### src/hdl/tiu_pkg.sv
`timescale 1ns / 1ps
// ----------------------------------------------------------------------------
// Timer / interrupt unit package
// Shared codes, widths, word types and a helper function.
// ----------------------------------------------------------------------------
package tiu_pkg;

    // divider prescaler rate
    localparam int DIVIDER_RATE = 256;
    localparam int MAX_CYCLES   = 63;
    localparam int DIV_PS_W     = $clog2(DIVIDER_RATE);
    localparam int DIV_SUM_W    = $clog2(DIVIDER_RATE + MAX_CYCLES + 1);
    localparam int DIV_SUB_N    = ((MAX_CYCLES - 1) / DIVIDER_RATE) + 1;

    localparam int CNT_PS_W  = 10;
    localparam int CNT_SUM_W = CNT_PS_W + 1;

    // operation codes
    localparam logic [2:0] FUNC_TICK    = 3'd0;
    localparam logic [2:0] FUNC_WRITE   = 3'd1;
    localparam logic [2:0] FUNC_READ    = 3'd2;
    localparam logic [2:0] FUNC_SERVICE = 3'd3;
    localparam logic [2:0] FUNC_REQUEST = 3'd4;

    // register indexes
    localparam logic [2:0] REG_DIVIDER = 3'd0;
    localparam logic [2:0] REG_COUNTER = 3'd1;
    localparam logic [2:0] REG_MODULO  = 3'd2;
    localparam logic [2:0] REG_CONTROL = 3'd3;
    localparam logic [2:0] REG_REQUEST = 3'd4;
    localparam logic [2:0] REG_ENABLE  = 3'd5;

    // configuration register indexes
    localparam logic CFG_BOOT_ROM = 1'b0;

    localparam logic [7:0] TIMER_IRQ_MASK = 8'h04;
    localparam logic [7:0] VECTOR_BASE    = 8'h40;
    localparam int         NUM_IRQ        = 5;
    localparam logic [2:0] DISPATCH_CYC   = 3'd5;
    localparam logic [15:0] SP_STEP       = 16'd2;

    localparam int IN_DATA_W  = 56;
    localparam int OUT_DATA_W = 56;

    typedef struct packed {
        logic [2:0]  func;
        logic [5:0]  cycles;
        logic [2:0]  reg_index;
        logic [7:0]  wdata;
        logic [15:0] pc;
        logic [15:0] sp;
    } t_item;

    typedef struct packed {
        logic [7:0]  rdata;
        logic        taken;
        logic [7:0]  vector;
        logic [15:0] new_sp;
        logic [15:0] push_pc;
        logic [2:0]  extra_cycles;
    } t_result;

    // counter prescaler rate selected by control[1:0]
    function automatic logic [CNT_SUM_W-1:0] counter_rate(input logic [1:0] sel);
        logic [CNT_SUM_W-1:0] rate;
        unique case (sel)
            2'd0: rate = CNT_SUM_W'(1024);
            2'd1: rate = CNT_SUM_W'(16);
            2'd2: rate = CNT_SUM_W'(64);
            default: rate = CNT_SUM_W'(256);
        endcase
        return rate;
    endfunction

endpackage

### src/hdl/tiu_core.sv
`timescale 1ns / 1ps
// ----------------------------------------------------------------------------
// Timer / interrupt unit core
// Architectural state and the combinational update and result logic.
// ----------------------------------------------------------------------------
module tiu_core
    import tiu_pkg::*;
(
    input  logic    i_clk,
    input  logic    i_rst_n,
    input  logic    i_accept,
    input  logic    i_boot_rom,
    input  t_item   i_item,
    output t_result o_result
);

    logic [7:0]          r_divider, n_divider;
    logic [7:0]          r_counter, n_counter;
    logic [7:0]          r_modulo, n_modulo;
    logic [7:0]          r_control, n_control;
    logic [7:0]          r_request, n_request;
    logic [7:0]          r_enable, n_enable;
    logic                r_master_enable, n_master_enable;
    logic [DIV_PS_W-1:0] r_div_ps, n_div_ps;
    logic [CNT_PS_W-1:0] r_cnt_ps, n_cnt_ps;

    // tick datapath
    logic [DIV_SUM_W-1:0] w_div_sum, w_div_rem;
    logic                 w_div_hit;
    logic [CNT_SUM_W-1:0] w_cnt_rate, w_cnt_sum, w_cnt_rem;
    logic                 w_cnt_hit;
    logic [NUM_IRQ-1:0]   w_pending;
    logic [2:0]           w_irq_idx;
    logic                 w_irq_any;
    t_result              w_res;

    always_comb begin
        w_div_sum = DIV_SUM_W'(r_div_ps) + DIV_SUM_W'(i_item.cycles);
        w_div_hit = (w_div_sum >= DIV_SUM_W'(DIVIDER_RATE));
        w_div_rem = w_div_sum;
        for (int k = 0; k < DIV_SUB_N; k++) begin
            if (w_div_rem >= DIV_SUM_W'(DIVIDER_RATE)) begin
                w_div_rem = w_div_rem - DIV_SUM_W'(DIVIDER_RATE);
            end
        end
        w_cnt_rate = counter_rate(r_control[1:0]);
        w_cnt_sum  = CNT_SUM_W'(r_cnt_ps) + CNT_SUM_W'(i_item.cycles);
        w_cnt_hit  = (w_cnt_sum >= w_cnt_rate);
        // rates are powers of two
        w_cnt_rem  = w_cnt_sum & (w_cnt_rate - CNT_SUM_W'(1));
    end

    always_comb begin
        w_pending = r_request[NUM_IRQ-1:0] & r_enable[NUM_IRQ-1:0];
        w_irq_any = |w_pending;
        w_irq_idx = '0;
        for (int i = NUM_IRQ - 1; i >= 0; i--) begin
            if (w_pending[i]) begin
                w_irq_idx = 3'(i);
            end
        end
    end

    always_comb begin
        n_divider       = r_divider;
        n_counter       = r_counter;
        n_modulo        = r_modulo;
        n_control       = r_control;
        n_request       = r_request;
        n_enable        = r_enable;
        n_master_enable = r_master_enable;
        n_div_ps        = r_div_ps;
        n_cnt_ps        = r_cnt_ps;
        w_res           = '0;

        unique case (i_item.func)
            FUNC_TICK: begin
                n_div_ps = w_div_rem[DIV_PS_W-1:0];
                if (w_div_hit) begin
                    n_divider = r_divider + 8'd1;
                end
                if (r_control[2]) begin
                    n_cnt_ps = w_cnt_hit ? w_cnt_rem[CNT_PS_W-1:0]
                                         : w_cnt_sum[CNT_PS_W-1:0];
                    if (w_cnt_hit) begin
                        if (r_counter == 8'hFF) begin
                            n_counter = r_modulo;
                            if (!i_boot_rom) begin
                                n_master_enable = 1'b1;
                                n_request       = r_request | TIMER_IRQ_MASK;
                                n_enable        = r_enable | TIMER_IRQ_MASK;
                            end
                        end else begin
                            n_counter = r_counter + 8'd1;
                        end
                    end
                end
            end
            FUNC_WRITE: begin
                unique case (i_item.reg_index)
                    REG_DIVIDER: n_divider = '0;
                    REG_COUNTER: n_counter = i_item.wdata;
                    REG_MODULO:  n_modulo  = i_item.wdata;
                    REG_CONTROL: n_control = i_item.wdata;
                    REG_REQUEST: n_request = i_item.wdata;
                    REG_ENABLE:  n_enable  = i_item.wdata;
                    default: ;
                endcase
            end
            FUNC_READ: begin
                unique case (i_item.reg_index)
                    REG_DIVIDER: w_res.rdata = r_divider;
                    REG_COUNTER: w_res.rdata = r_counter;
                    REG_MODULO:  w_res.rdata = r_modulo;
                    REG_CONTROL: w_res.rdata = r_control;
                    REG_REQUEST: w_res.rdata = r_request;
                    REG_ENABLE:  w_res.rdata = r_enable;
                    default:     w_res.rdata = '0;
                endcase
            end
            FUNC_SERVICE: begin
                if (r_master_enable && !i_boot_rom && w_irq_any) begin
                    n_master_enable          = 1'b0;
                    n_request[w_irq_idx]     = 1'b0;
                    w_res.taken              = 1'b1;
                    w_res.vector             = VECTOR_BASE + {2'b00, w_irq_idx, 3'b000};
                    w_res.new_sp             = i_item.sp - SP_STEP;
                    w_res.push_pc            = i_item.pc;
                    w_res.extra_cycles       = DISPATCH_CYC;
                end
            end
            FUNC_REQUEST: begin
                if (!i_boot_rom) begin
                    n_master_enable = 1'b1;
                    n_request       = r_request | i_item.wdata;
                    n_enable        = r_enable | i_item.wdata;
                end
            end
            default: ;
        endcase
    end

    assign o_result = w_res;

    always_ff @(posedge i_clk) begin
        if (!i_rst_n) begin
            r_divider       <= '0;
            r_counter       <= '0;
            r_modulo        <= '0;
            r_control       <= '0;
            r_request       <= '0;
            r_enable        <= '0;
            r_master_enable <= 1'b0;
            r_div_ps        <= '0;
            r_cnt_ps        <= '0;
        end else if (i_accept) begin
            r_divider       <= n_divider;
            r_counter       <= n_counter;
            r_modulo        <= n_modulo;
            r_control       <= n_control;
            r_request       <= n_request;
            r_enable        <= n_enable;
            r_master_enable <= n_master_enable;
            r_div_ps        <= n_div_ps;
            r_cnt_ps        <= n_cnt_ps;
        end
    end

`ifndef SYNTH
    a_taken_needs_enable: assert property (@(posedge i_clk) disable iff (!i_rst_n)
        (i_accept && w_res.taken) |-> (r_master_enable && !i_boot_rom))
        else $error("interrupt dispatched while blocked");

    a_taken_clears_ime: assert property (@(posedge i_clk) disable iff (!i_rst_n)
        (i_accept && w_res.taken) |=> !r_master_enable)
        else $error("master enable not cleared on dispatch");

    a_boot_holds_ime: assert property (@(posedge i_clk) disable iff (!i_rst_n)
        (i_accept && i_boot_rom && (i_item.func != FUNC_SERVICE)) |=>
        (r_master_enable == $past(r_master_enable)))
        else $error("master enable changed during boot");

    a_div_ps_range: assert property (@(posedge i_clk) disable iff (!i_rst_n)
        DIV_SUM_W'(r_div_ps) < DIV_SUM_W'(DIVIDER_RATE))
        else $error("divider prescaler out of range");
`endif

endmodule

### src/hdl/timer_interrupt_unit_top.sv
`timescale 1ns / 1ps
// ----------------------------------------------------------------------------
// Timer / interrupt unit top level
// Stream ports, APB configuration and registered result word.
// ----------------------------------------------------------------------------
// Each input word (tick, register write, register read, service or request,
// chosen by s_axis_tuser) is executed in the cycle it is accepted and yields
// exactly one result word from the output register in the next cycle. A new word
// is accepted every cycle while the output register is empty or being drained,
// so throughput is one word per clock. The APB register at addresses with
// paddr[2] clear (bit 0) is the boot-ROM flag, set at reset, which blocks
// interrupt requests and dispatch while high; write it only while idle.
module timer_interrupt_unit_top
    import tiu_pkg::*;
(
    input  logic                  i_clk,
    input  logic                  i_rst_n,
    // s_axis_tdata: cycles[5:0], reg_index[8:6], wdata[16:9], pc[32:17],
    // sp[48:33], zero[55:49]
    input  logic                  s_axis_tvalid,
    output logic                  s_axis_tready,
    input  logic [IN_DATA_W-1:0]  s_axis_tdata,
    // s_axis_tuser: func[2:0]
    input  logic [2:0]            s_axis_tuser,
    // m_axis_tdata: rdata[7:0], taken[8], vector[16:9], new_sp[32:17],
    // push_pc[48:33], extra_cycles[51:49], zero[55:52]
    output logic                  m_axis_tvalid,
    input  logic                  m_axis_tready,
    output logic [OUT_DATA_W-1:0] m_axis_tdata,
    input  logic                  psel,
    input  logic                  penable,
    input  logic                  pwrite,
    input  logic [2:0]            paddr,
    input  logic [31:0]           pwdata,
    output logic [31:0]           prdata,
    output logic                  pready
);

    logic    r_boot_rom;
    logic    r_m_valid;
    t_result r_m_res;
    t_item   w_item;
    t_result w_res;
    logic    w_accept;
    logic    w_cfg_wr;

    assign s_axis_tready = i_rst_n && (!r_m_valid || m_axis_tready);
    assign w_accept      = s_axis_tvalid && s_axis_tready;

    assign w_item.func      = s_axis_tuser;
    assign w_item.cycles    = s_axis_tdata[5:0];
    assign w_item.reg_index = s_axis_tdata[8:6];
    assign w_item.wdata     = s_axis_tdata[16:9];
    assign w_item.pc        = s_axis_tdata[32:17];
    assign w_item.sp        = s_axis_tdata[48:33];

    tiu_core u_core (
        .i_clk      (i_clk),
        .i_rst_n    (i_rst_n),
        .i_accept   (w_accept),
        .i_boot_rom (r_boot_rom),
        .i_item     (w_item),
        .o_result   (w_res)
    );

    // output register
    always_ff @(posedge i_clk) begin
        if (!i_rst_n) begin
            r_m_valid <= 1'b0;
        end else if (w_accept) begin
            r_m_valid <= 1'b1;
        end else if (m_axis_tready) begin
            r_m_valid <= 1'b0;
        end
    end

    always_ff @(posedge i_clk) begin
        if (w_accept) begin
            r_m_res <= w_res;
        end
    end

    assign m_axis_tvalid = r_m_valid;
    assign m_axis_tdata  = {4'b0000, r_m_res.extra_cycles, r_m_res.push_pc,
                            r_m_res.new_sp, r_m_res.vector, r_m_res.taken,
                            r_m_res.rdata};

    // APB config
    assign pready   = 1'b1;
    assign w_cfg_wr = psel && penable && pwrite && pready;

    always_ff @(posedge i_clk) begin
        if (!i_rst_n) begin
            r_boot_rom <= 1'b1;
        end else if (w_cfg_wr && (paddr[2] == CFG_BOOT_ROM)) begin
            r_boot_rom <= pwdata[0];
        end
    end

    assign prdata = (paddr[2] == CFG_BOOT_ROM) ? {31'd0, r_boot_rom} : 32'd0;

endmodule
### config.mk
export PLATFORM = sky130hd
export DESIGN_NAME = timer_interrupt_unit_top
export DESIGN_NICKNAME = d
export VERILOG_FILES = /design/src/hdl/tiu_pkg.sv /design/src/hdl/tiu_core.sv /design/src/hdl/timer_interrupt_unit_top.sv
export SDC_FILE = /design/constraint.sdc
export NUM_CORES = 1
export LEC_CHECK = 0
export ABC_AREA = 1
export BUFFER_PORTS_ARGS = -buffer_cell sky130_fd_sc_hd__clkbuf_2
export CORE_AREA = 5 5 128 130
export DETAILED_ROUTE_END_ITERATION = 10
export DIE_AREA = 0 0 133 135
export PLACE_DENSITY = 0.71
export SKIP_CTS_REPAIR_TIMING = 1
export SKIP_LAST_GASP = 1
export SLEW_MARGIN = 20
export SYNTH_ARGS = -nofsm -noshare
export SYNTH_HDL_FRONTEND = slang
export SYNTH_SLANG_ARGS = --single-unit
### constraint.sdc
create_clock -name i_clk -period 9.3 [get_ports i_clk]
set_input_delay 1.86 -clock i_clk [delete_from_list [all_inputs] [get_ports i_clk]]
set_output_delay 1.86 -clock i_clk [all_outputs]
set_load 0.02 [all_outputs]
==> metrics.txt <==
# TYPE chip_impl_metric gauge
chip_impl_info{name="run_status",value="complete, no violations"} 1
chip_impl_metric{name="synth_top_area_share",unit="%"} 20.3
chip_impl_metric{name="grt.overflow.total",unit=""} 0
chip_impl_metric{name="die_y",unit="um"} 135
chip_impl_info{name="critical-path-top-cell-by-count",value="clkbuf_2"} 1
chip_impl_info{name="post_synth_main_area_contributors",value="dfxtp_1, edfxtp_1, nand2_1"} 1
chip_impl_metric{name="drtAntennaViolNets",unit=""} 0
chip_impl_metric{name="static-leakage-power",unit="nW"} 3.53
chip_impl_metric{name="finish.cell_count_without_fillers",unit=""} 1188
chip_impl_info{name="crit_path_end",value="s_axis_tready"} 1
chip_impl_info{name="clock-root-buffer",value="clkbuf_16"} 1
chip_impl_metric{name="antennaDiodeCount",unit=""} 0
chip_impl_metric{name="tritoncts_num_sinks",unit=""} 114
chip_impl_metric{name="avgViaCountPerCell",unit=""} 5.07
chip_impl_info{name="final_cell_mix",value="nand2_1, inv_1, nor2_1, clkbuf_2, a21oi_1"} 1
chip_impl_metric{name="cts_made_buffers",unit=""} 17
chip_impl_metric{name="arrival",unit="ns"} 3.03
chip_impl_metric{name="clk_latency",unit="ns"} 0.42
chip_impl_metric{name="timing.critical_path.slowest_cell_delay",unit="ns"} 0.36
chip_impl_metric{name="first_global_vias",unit=""} 5428
chip_impl_metric{name="gr-usage-all-layers",unit="%"} 18.1
chip_impl_metric{name="p_per_area",unit="nW/um^2"} 163
chip_impl_info{name="worst_r2r_endpoint",value="u_core.r_counter[1]$_SDFFE_PN0P_"} 1
chip_impl_metric{name="worst_slew_margin_rel",unit="%"} 36.2
chip_impl_metric{name="timing.critical_path.fanout_max",unit=""} 40
chip_impl_info{name="cp-startpoint",value="i_rst_n"} 1
chip_impl_info{name="worstSetupEndpointType",value="primary output"} 1
chip_impl_info{name="path_class",value="in -> out"} 1
chip_impl_metric{name="netlist_instances",unit=""} 878
chip_impl_info{name="crit-reg2reg-launch",value="u_core.r_cnt_ps[0]$_SDFFE_PN0P_"} 1
chip_impl_metric{name="cts.reportedPaths.clkPinSlew",unit="ns"} 0.06
chip_impl_metric{name="synthesis.area",unit="sq um"} 6810
chip_impl_metric{name="dieArea",unit="sq um"} 18000
chip_impl_metric{name="synth_enable_flop_cells",unit=""} 45
chip_impl_info{name="startpoint_type_of_the_worst_setup_path",value="primary input"} 1
chip_impl_metric{name="post_synth.cell_area_avg",unit="sq um"} 7.76
chip_impl_metric{name="synth.ff_latch_count",unit=""} 114
chip_impl_metric{name="grt_pass1_wl",unit="mm"} 26.4
chip_impl_metric{name="share_of_flip_flops_with_an_asynchronous_set_or_reset_after_synthesis",unit="%"} 0
chip_impl_metric{name="report.final.hold_viol_count",unit=""} 0
chip_impl_metric{name="max_fclk",unit="GHz"} 0.205
chip_impl_metric{name="worstSetupPathDepth",unit=""} 5
chip_impl_info{name="post_synthesis_cell_type_with_the_largest_combined_area",value="dfxtp_1"} 1
chip_impl_metric{name="area_delta_synth_final",unit="%"} 16.3
chip_impl_metric{name="antenna_found_initial",unit=""} 0
chip_impl_metric{name="post-route-period-util",unit="%"} 52.6
chip_impl_metric{name="grt.met1_usage",unit="%"} 23.6
chip_impl_metric{name="dp_hpwl",unit="mm"} 12.1
chip_impl_metric{name="routed-via-count",unit=""} 6019
chip_impl_metric{name="cts_max_level",unit=""} 4
chip_impl_metric{name="bufs_on_longest_clock_path",unit=""} 2
chip_impl_info{name="cp_cell_sequence",value="clkbuf_2 > buf_4 > inv_2 > nor2_1 > clkbuf_2"} 1
chip_impl_metric{name="drt-wirelength-per-cell",unit="um"} 13.7
chip_impl_info{name="layout_commonest_cell",value="nand2_1"} 1
chip_impl_info{name="cp_slowest_cell",value="buf_4"} 1
chip_impl_metric{name="boundaryPins",unit=""} 192
chip_impl_metric{name="r2r.worst_path.cells",unit=""} 19
chip_impl_metric{name="post-place-cells",unit=""} 1156
chip_impl_metric{name="fin_skew",unit="ns"} 0.0105
chip_impl_metric{name="yosys_warnings",unit=""} 0
chip_impl_metric{name="drt_pass1_iterations",unit=""} 6
chip_impl_metric{name="layout-drive-gt1-share",unit="%"} 19.6
chip_impl_info{name="rsz0062_at_grt",value="false"} 1
chip_impl_metric{name="slew_viol_final",unit=""} 0
chip_impl_metric{name="ir_worst_vdd",unit="mV"} 0.139
chip_impl_info{name="hold_crit_class",value="reg -> reg"} 1
chip_impl_metric{name="netlist-cell-type-count",unit=""} 55
chip_impl_metric{name="path_buf_inv",unit=""} 4
chip_impl_metric{name="drcViolationCount",unit=""} 0
chip_impl_metric{name="final.hold.worst_slack",unit="ns"} 0.471
chip_impl_metric{name="maximum_number_of_pins_on_one_net_before_global_route_repair",unit=""} 50
chip_impl_metric{name="fp.coreArea",unit="sq um"} 15000
chip_impl_info{name="gr-max-usage-layer",value="met2"} 1
chip_impl_metric{name="critical_path_required",unit="ns"} 7.44
chip_impl_metric{name="wirelength",unit="mm"} 16.3
chip_impl_info{name="path_delay_family",value="buffers and inverters"} 1
chip_impl_info{name="synth_top_flop_cell",value="dfxtp_1"} 1
chip_impl_metric{name="dieWidth",unit="um"} 133
chip_impl_metric{name="io_buffers",unit=""} 110
chip_impl_metric{name="synth-seq-area-share",unit="%"} 40.1
chip_impl_metric{name="detailedRoute.firstIterationViolations",unit=""} 492
chip_impl_info{name="tritoncts",value="yes"} 1
chip_impl_metric{name="finalCriticalPeriod",unit="ns"} 4.89
chip_impl_metric{name="globalRouteMet2Util",unit="%"} 28.8
chip_impl_metric{name="floorplan.rows",unit=""} 45
chip_impl_metric{name="placer_congestion_estimate",unit=""} 0.882
chip_impl_metric{name="report.final.setup_viol",unit=""} 0
chip_impl_metric{name="final_total_power",unit="mW"} 1.29
chip_impl_metric{name="global_route.usage.met3",unit="%"} 4.69
chip_impl_metric{name="max_cap_viol_count",unit=""} 0
chip_impl_metric{name="timing.setup.tns",unit="ns"} 0
chip_impl_metric{name="slew_at_the_pin_closest_to_its_max_slew_limit",unit="ns"} 0.953
chip_impl_metric{name="final_core_util",unit="%"} 52.7
chip_impl_metric{name="ff2ff_setup_slack",unit="ns"} 6.10
chip_impl_metric{name="design.final.nets",unit=""} 1115
chip_impl_metric{name="initial_core_util",unit="%"} 45.3
logic make-up (layout without fill, tap and decap cells):
kind of cell    after synthesis  in the layout  share of synthesized area (%)
fa+ha+maj                    27             27                           5.18
buf+inv                     192            275                           13.4
flops                       114            114                           40.1
simple gates                353            353                           23.8
xor+xnor                     19             19                           2.44
other cells                   2             41                          0.110
compound gates              171            171                           15.0
per-stage QoR:
step	area, sq um	setup slack (ns)
final	7920	4.41
after global routing	7920	4.33
after CTS	7920	4.40
after detailed placement	7340	4.28
after global placement	7340	4.29
after floorplan	6960	4.91
worst register-to-register path: stages, from the launching register on:
cell	delay, ns
dfxtp_1	0.31
ha_1	0.24
fa_1	0.43
nand3_1	0.10
nand2_1	0.09
a21oi_1	0.15
o21bai_1	0.11
nand2_1	0.10
nor2_1	0.05
xor2_1	0.16
ha_1	0.29
nand2_1	0.05
inv_1	0.07
nand3_1	0.09
nor2_1	0.17
nand2_2	0.11
nand3_4	0.14
nand3_2	0.23
nor2_1	0.16
nor2_1	0.06
sequential cells by signal, indices dropped and copies added (netlist names):
name	flops
m_axis_tdata	45
m_axis_tvalid	1
r_boot_rom	1
u_core.r_cnt_ps	10
u_core.r_control	8
u_core.r_counter	8
u_core.r_div_ps	8
u_core.r_divider	8
u_core.r_enable	8
u_core.r_master_enable	1
u_core.r_modulo	8
u_core.r_request	8
report_power, final:
part	leakage [nW]	switching [mW]	internal, mW
Combinational	2.26	0.0824	0.0315
Clock	0.278	0.247	0.395
Sequential	0.993	0.00402	0.528
Total	3.53	0.334	0.955
routing by layer:
layer / wire length [um] / up-vias
met5: 0 / -
met1: 7160 / 2689
met3: 1410 / 34
met4: 385 / 0
met2: 7370 / 254
li1: - / 3042
cells in the mapped netlist (all sizes together), types with 2 or more instances:
master and number:
edfxtp 45, a22oi 4, nand2 147, inv 130, xnor2 7, nor3 21, conb 2, a221oi 8
dfxtp 69, a21oi 75, fa 2, nor2 119, clkbuf 11, a211oi 9, a31oi 5, xor2 12
or2 6, o221ai 4, ha 25, nand3 41, o21ai 55, buf 51, o22ai 4, nor3b 2
nand4 15
layout make-up:
cell class / instances / area, sq um
fill: 1449 / 7110
multi-input combinational: 611 / 3310
sequential: 114 / 2730
timing repair buffer: 113 / 573
inverter: 130 / 488
clock buffer: 17 / 425
tap: 188 / 235
clock inverter: 15 / 158
how the worst min path moves through the flow:
| stage | from | end | slack (ns) | cells past startpoint |
|---|---|---|---|---|
| 2_1_floorplan | u_core.r_enable[5]$_SDFFE_PN0P_ | u_core.r_enable[5]$_SDFFE_PN0P_ | 0.44 | 2 |
| 3_3_place_gp | u_core.r_enable[5]$_SDFFE_PN0P_ | u_core.r_enable[5]$_SDFFE_PN0P_ | 0.45 | 2 |
| 3_5_place_dp | u_core.r_enable[6]$_SDFFE_PN0P_ | u_core.r_enable[6]$_SDFFE_PN0P_ | 0.46 | 2 |
| 4_1_cts | u_core.r_enable[5]$_SDFFE_PN0P_ | u_core.r_enable[5]$_SDFFE_PN0P_ | 0.47 | 2 |
| 5_1_grt | u_core.r_enable[6]$_SDFFE_PN0P_ | u_core.r_enable[6]$_SDFFE_PN0P_ | 0.50 | 2 |
| 6_report | u_core.r_enable[6]$_SDFFE_PN0P_ | u_core.r_enable[6]$_SDFFE_PN0P_ | 0.47 | 2 |
Note: power is estimated with default switching activity, not from simulation.
